File: src/rtl/core/fcte_pkg.sv
// ============================================================================
// fcte_pkg: shared types and constants of the cluster table engine
// Holds the request and result formats, operation and class codes, register
// indexes, the controller/datapath interface and the entry classifier.
// ============================================================================
`timescale 1ns / 1ps
`default_nettype none

package fcte_pkg;

  typedef logic [2:0]  func_t;
  typedef logic [2:0]  class_t;
  typedef logic [2:0]  cfg_idx_t;
  typedef logic [27:0] entry_t;

  localparam func_t FUNC_READ  = 3'd0;
  localparam func_t FUNC_WRITE = 3'd1;
  localparam func_t FUNC_TEST  = 3'd2;
  localparam func_t FUNC_FIND  = 3'd3;
  localparam func_t FUNC_CHAIN = 3'd4;
  localparam func_t FUNC_MAP   = 3'd5;

  localparam class_t CLASS_FREE     = 3'd0;
  localparam class_t CLASS_LINK     = 3'd1;
  localparam class_t CLASS_END      = 3'd2;
  localparam class_t CLASS_BAD      = 3'd3;
  localparam class_t CLASS_RESERVED = 3'd4;

  localparam cfg_idx_t CFG_RESERVED_SECTORS = 3'd0;
  localparam cfg_idx_t CFG_FAT_COPIES       = 3'd1;
  localparam cfg_idx_t CFG_FAT_SECTORS      = 3'd2;
  localparam cfg_idx_t CFG_SECTORS_PER_CL   = 3'd3;
  localparam cfg_idx_t CFG_PARTITION_START  = 3'd4;
  localparam cfg_idx_t CFG_CLUSTER_LIMIT    = 3'd5;

  localparam entry_t ENTRY_END_MIN  = 28'hFFFFFF8;
  localparam entry_t ENTRY_BAD      = 28'hFFFFFF7;
  localparam entry_t ENTRY_RSVD_MIN = 28'hFFFFFF0;
  localparam entry_t ENTRY_FREE     = 28'h0000000;

  typedef struct packed {
    func_t  func;
    entry_t cluster;
    entry_t entry_value;
  } req_t;

  typedef struct packed {
    logic [31:0] value;
    class_t      entry_class;
    logic        is_free;
    logic        error;
  } res_t;

  typedef struct packed {
    logic clear;
    logic accept;
    logic look;
    logic check;
    logic map1;
    logic map2;
  } cmd_t;

  typedef struct packed {
    logic clear_last;
    logic look_done;
    logic check_done;
    logic is_map;
  } sts_t;

  function automatic class_t classify(input entry_t e);
    class_t c;
    begin
      c = CLASS_LINK;
      if (e == ENTRY_FREE) c = CLASS_FREE;
      else if (e >= ENTRY_END_MIN) c = CLASS_END;
      else if (e == ENTRY_BAD) c = CLASS_BAD;
      else if (e >= ENTRY_RSVD_MIN) c = CLASS_RESERVED;
      return c;
    end
  endfunction

  function automatic entry_t next_of(input entry_t e);
    return (classify(e) == CLASS_LINK) ? e : ENTRY_FREE;
  endfunction

endpackage

`default_nettype wire

File: src/rtl/core/fcte_ctrl.sv
// ============================================================================
// fcte_ctrl: sequencing state machine
// Steps the datapath through table clearing, operation look and check phases,
// the sector mapping stages and the result strobe.
// ============================================================================
`timescale 1ns / 1ps
`default_nettype none

module fcte_ctrl (
  input  wire logic          clk_i,
  input  wire logic          rst_ni,
  input  wire logic          start,
  output logic               busy,
  output logic               done_o,
  output fcte_pkg::cmd_t     cmd_o,
  input  wire fcte_pkg::sts_t sts_i
);
  import fcte_pkg::*;

  typedef enum logic [6:0] {
    ST_CLEAR = 7'b0000001,
    ST_IDLE  = 7'b0000010,
    ST_LOOK  = 7'b0000100,
    ST_CHECK = 7'b0001000,
    ST_MAP1  = 7'b0010000,
    ST_MAP2  = 7'b0100000,
    ST_DONE  = 7'b1000000
  } state_e;

  state_e state_q, state_d;

  always_comb begin
    state_d = state_q;
    unique case (state_q)
      ST_CLEAR: if (sts_i.clear_last) state_d = ST_IDLE;
      ST_IDLE:  if (start) state_d = ST_LOOK;
      ST_LOOK: begin
        if (sts_i.is_map) state_d = ST_MAP1;
        else if (sts_i.look_done) state_d = ST_DONE;
        else state_d = ST_CHECK;
      end
      ST_CHECK: state_d = sts_i.check_done ? ST_DONE : ST_LOOK;
      ST_MAP1:  state_d = ST_MAP2;
      ST_MAP2:  state_d = ST_DONE;
      ST_DONE:  state_d = ST_IDLE;
      default:  state_d = ST_CLEAR;
    endcase
  end

  always_ff @(posedge clk_i or negedge rst_ni) begin
    if (!rst_ni) begin
      state_q <= ST_CLEAR;
    end else begin
      state_q <= state_d;
    end
  end

  always_comb begin
    cmd_o        = '0;
    cmd_o.clear  = (state_q == ST_CLEAR);
    cmd_o.accept = (state_q == ST_IDLE) && start;
    cmd_o.look   = (state_q == ST_LOOK);
    cmd_o.check  = (state_q == ST_CHECK);
    cmd_o.map1   = (state_q == ST_MAP1);
    cmd_o.map2   = (state_q == ST_MAP2);
  end

  assign busy   = (state_q != ST_IDLE);
  assign done_o = (state_q == ST_DONE);

endmodule

`default_nettype wire

File: config.mk
export PLATFORM = sky130hd
export DESIGN_NAME = fcte_ctrl
export DESIGN_NICKNAME = d
export VERILOG_FILES = /design/src/rtl/core/fcte_pkg.sv /design/src/rtl/core/fcte_ctrl.sv
export SDC_FILE = /design/constraint.sdc
export NUM_CORES = 1
export LEC_CHECK = 0
export BUFFER_PORTS_ARGS = -buffer_cell sky130_fd_sc_hd__buf_2
export CELL_PAD_IN_SITES_DETAIL_PLACEMENT = 1
export CELL_PAD_IN_SITES_GLOBAL_PLACEMENT = 1
export CORE_AREA = 5 5 47 45
export CTS_CLUSTER_DIAMETER = 200
export DETAILED_ROUTE_END_ITERATION = 16
export DIE_AREA = 0 0 52 50
export PLACE_DENSITY = 0.8
export RECOVER_POWER = 100
export SLEW_MARGIN = 30
export SYNTH_ARGS = -nofsm -noshare
export SYNTH_HDL_FRONTEND = slang
export SYNTH_SLANG_ARGS = --single-unit
File: constraint.sdc
create_clock -name clk_i -period 2.1 [get_ports clk_i]
set_input_delay 0 -clock clk_i [delete_from_list [all_inputs] [get_ports clk_i]]
set_output_delay 0 -clock clk_i [all_outputs]
set_load 0.01 [all_outputs]
==> flow_summary.yaml <==
status:
  status: "finished, final reports clean"
timing:
  worst_pin_slew_ps: 424
  maxSlewHeadroom_pct: 71.0
  period_needed_ps: 1930
  post-route-period-util_pct: 91.9
  setup_violations: 0
  fmax_ghz: 0.518
  clock_skew_ps: 5.78
  hold_viol_final: 0
  rsz0062_at_grt: "false"
  finalMaxSlewViolations: 0
  tns_ps: 0
route:
  drt-vias-per-instance: 5.11
  wire_per_inst_um: 13.5
  ant_nets: 0
  drc_errors: 0
  drtPass1Iterations: 3
  vias: 491
  wl_um: 1300
  drt_iter0_markers: 4
layout:
  nets: 80
  layout_common_cells: "clkbuf_1, buf_2, dfrtp_1"
  layout-drive-gt1-share_pct: 23.6
  fin_cells: 96
  finalInstanceArea_um2: 636
  reg_top3: "state_q x7"
  multiInputGateArea_um2: 282
  fillCellCount: 199
  regMostFlops: "state_q"
  layout_commonest_cell: "clkbuf_1"
  largest_reg_flops: 7
  syn_to_final_growth_pct: 23.9
  regArea_um2: 176
  diodes: 0
power:
  sw_frac_of_total_pct: 40.0
  pwr-share-seq_pct: 34.2
  p_comb_share_pct: 46.5
  p_per_area_nw_per_um2: 962
  p_leak_nw: 0.263
  p_sw_mw: 0.245
  p_clk_share_pct: 19.4
  peakVddDrop_uv: 422
  intPower_mw: 0.367
floorplan:
  core_um2: 1590
  die_h_um: 50
  start_util_pct: 32.2
  dieWidth_um: 52
  die_area_um2: 2600
  rows: 14
  pin_count: 15
synth:
  ys_dominant_reg_cell: "dfrtp_1"
  synth_nets: 61
  synth_warnings: 0
  synth_cells: 54
  yosys_register_bits: 7
  syn_area_um2: 513
  ys_async_sr_fraction_pct: 100
  synthDistinctLibCells: 32
  synth_edf_count: 0
  avgSynthCellArea_um2: 9.50
  seq_area_frac_synth_pct: 34.4
global_routing:
  grt_usage_pct: 10.4
  grt_pass1_wl_um: 2070
  grt_max_degree: 12
  grt_pass1_vias: 483
  grt.overflow.total: 0
  antenna_found_initial: 0
clock_network:
  cts_tree: "done"
  clockBufferDepth: 2
  cts_buffers: 3
  cts_root_buffer: "clkbuf_4"
  insertion_delay_ps: 240
  htreeDepth: 1
  clk_pin_slew_worst_paths_ps: 50
  postCtsSetupBuffers: 0
  numClockSinks: 7
  cts_resized: 0
critical_path:
  crit_chain: "or4_4 > nor4b_1 > buf_2"
  r2r_end: "state_q[0]$_DFFE_PN1P_"
  critPathCaptureType: "primary output"
  reg2reg_from: "state_q[6]$_DFFE_PN0P_"
  critPathBufInv: 1
  crit_arrival_ps: 1930
  crit_family: "simple AND/OR/NAND/NOR gates"
  cp-startpoint: "state_q[6]$_DFFE_PN0P_"
  cp_max_fo: 7
  max_stage_delay_ps: 600
  r2r_slack_ps: 290
  cp.required_ps: 2100
  reg2reg_depth: 4
  critical_path.startpoint_type: "register"
  path_class: "register to primary output"
  crit_slowest_cell: "or4_4"
placed_design:
  numPlacedInstances: 89
  dpl-instance-area_um2: 598
  place.gp.congestion: 0.781
  io_buffers: 14
  hpwl_um: 1030
hold_path:
  min_to: "state_q[1]$_DFFE_PN0P_"
  hp-class: "input pin to register"
  min_from: "sts_i[3]"
  whs_path_depth: 3
flow_run:
  drv_cap: 0
[metrics by stage]
stage | hold WS, ps | utilization (%) | total power [mW] | setup WS (ps)
floorplan | -296 | - | 0.422 | 298
finish | 29.7 | 39.9 | 0.612 | 171
global route | 47.7 | 39.9 | 0.650 | 55.9
global placement | -164 | 37.5 | 0.495 | 372
CTS | 27.6 | 41.1 | 0.630 | 153
detailed placement | -162 | 37.5 | 0.505 | 302
[power groups by stage]
| stage | combinational [mW] | clock, mW | sequential [mW] |
|---|---|---|---|
| floorplan | 0.233 | 0 | 0.189 |
| global placement | 0.284 | 0 | 0.211 |
| detailed placement | 0.293 | 0 | 0.212 |
| CTS | 0.298 | 0.122 | 0.210 |
| global route | 0.313 | 0.124 | 0.212 |
| finish | 0.284 | 0.118 | 0.209 |
[worst register-to-register path, stage by stage (launching register included)]
cell and delay, ps:
dfrtp_1 460, or4_4 600, nor4b_1 420, or3_1 190
nor2_1 50
[routing by layer]
layer	part of all wire [%]	vias to the layer above	global-route usage, %
li1	-	240	-
met2	51	6	18.4
met1	46	245	12.0
met5	0	-	0
met3	2.9	0	1.81
met4	0	0	3.93
[logic make-up after synthesis]
group	synth area share [%]
buffers and inverters	9.51
and+or+nand+nor	39.5
DFF	34.4
xor gates and xnor gates	3.42
AOI/OAI and AO/OA	13.2
[worst max-delay path by stage]
stage          depth (start not counted)                     end  slack [ps]
4_1_cts                                4                cmd_o[4]         150
2_1_floorplan                          7  state_q[1]$_DFFE_PN0P_         300
6_report                               3                cmd_o[1]         170
5_1_grt                                4                cmd_o[4]          60
3_5_place_dp                           5  state_q[1]$_DFFE_PN0P_         300
3_3_place_gp                           4  state_q[2]$_DFFE_PN0P_         370
[area by class of cell]
class | count | share of cell area (%)
clock buffers | 4 | 4.13
inverters | 3 | 1.77
multi-input cells | 38 | 44.3
flip-flops and latches | 7 | 27.8
well taps | 24 | 4.72
repair buffers | 20 | 17.3
[synthesized netlist by cell type, types with 2 or more instances]
library cell | n | area [um^2]
dfrtp_1 | 6 | 150
nor3_1 | 2 | 10.0
nor2_1 | 4 | 15.0
and2_1 | 2 | 12.5
nor4_1 | 2 | 12.5
nor4b_1 | 4 | 35.0
inv_1 | 2 | 7.51
o21ai_0 | 2 | 10.0
nor3b_1 | 3 | 22.5
clkbuf_1 | 3 | 11.3
buf_6 | 2 | 22.5
xor2_1 | 2 | 17.5
[what timing repair did]
item / 4_1_cts / 5_1_grt
endpoints found under the setup margin: 0 / 0
hold buffers: 3 / 0
endpoints found under the hold margin: 8 / 0
Power figures use the tool's default switching activity.
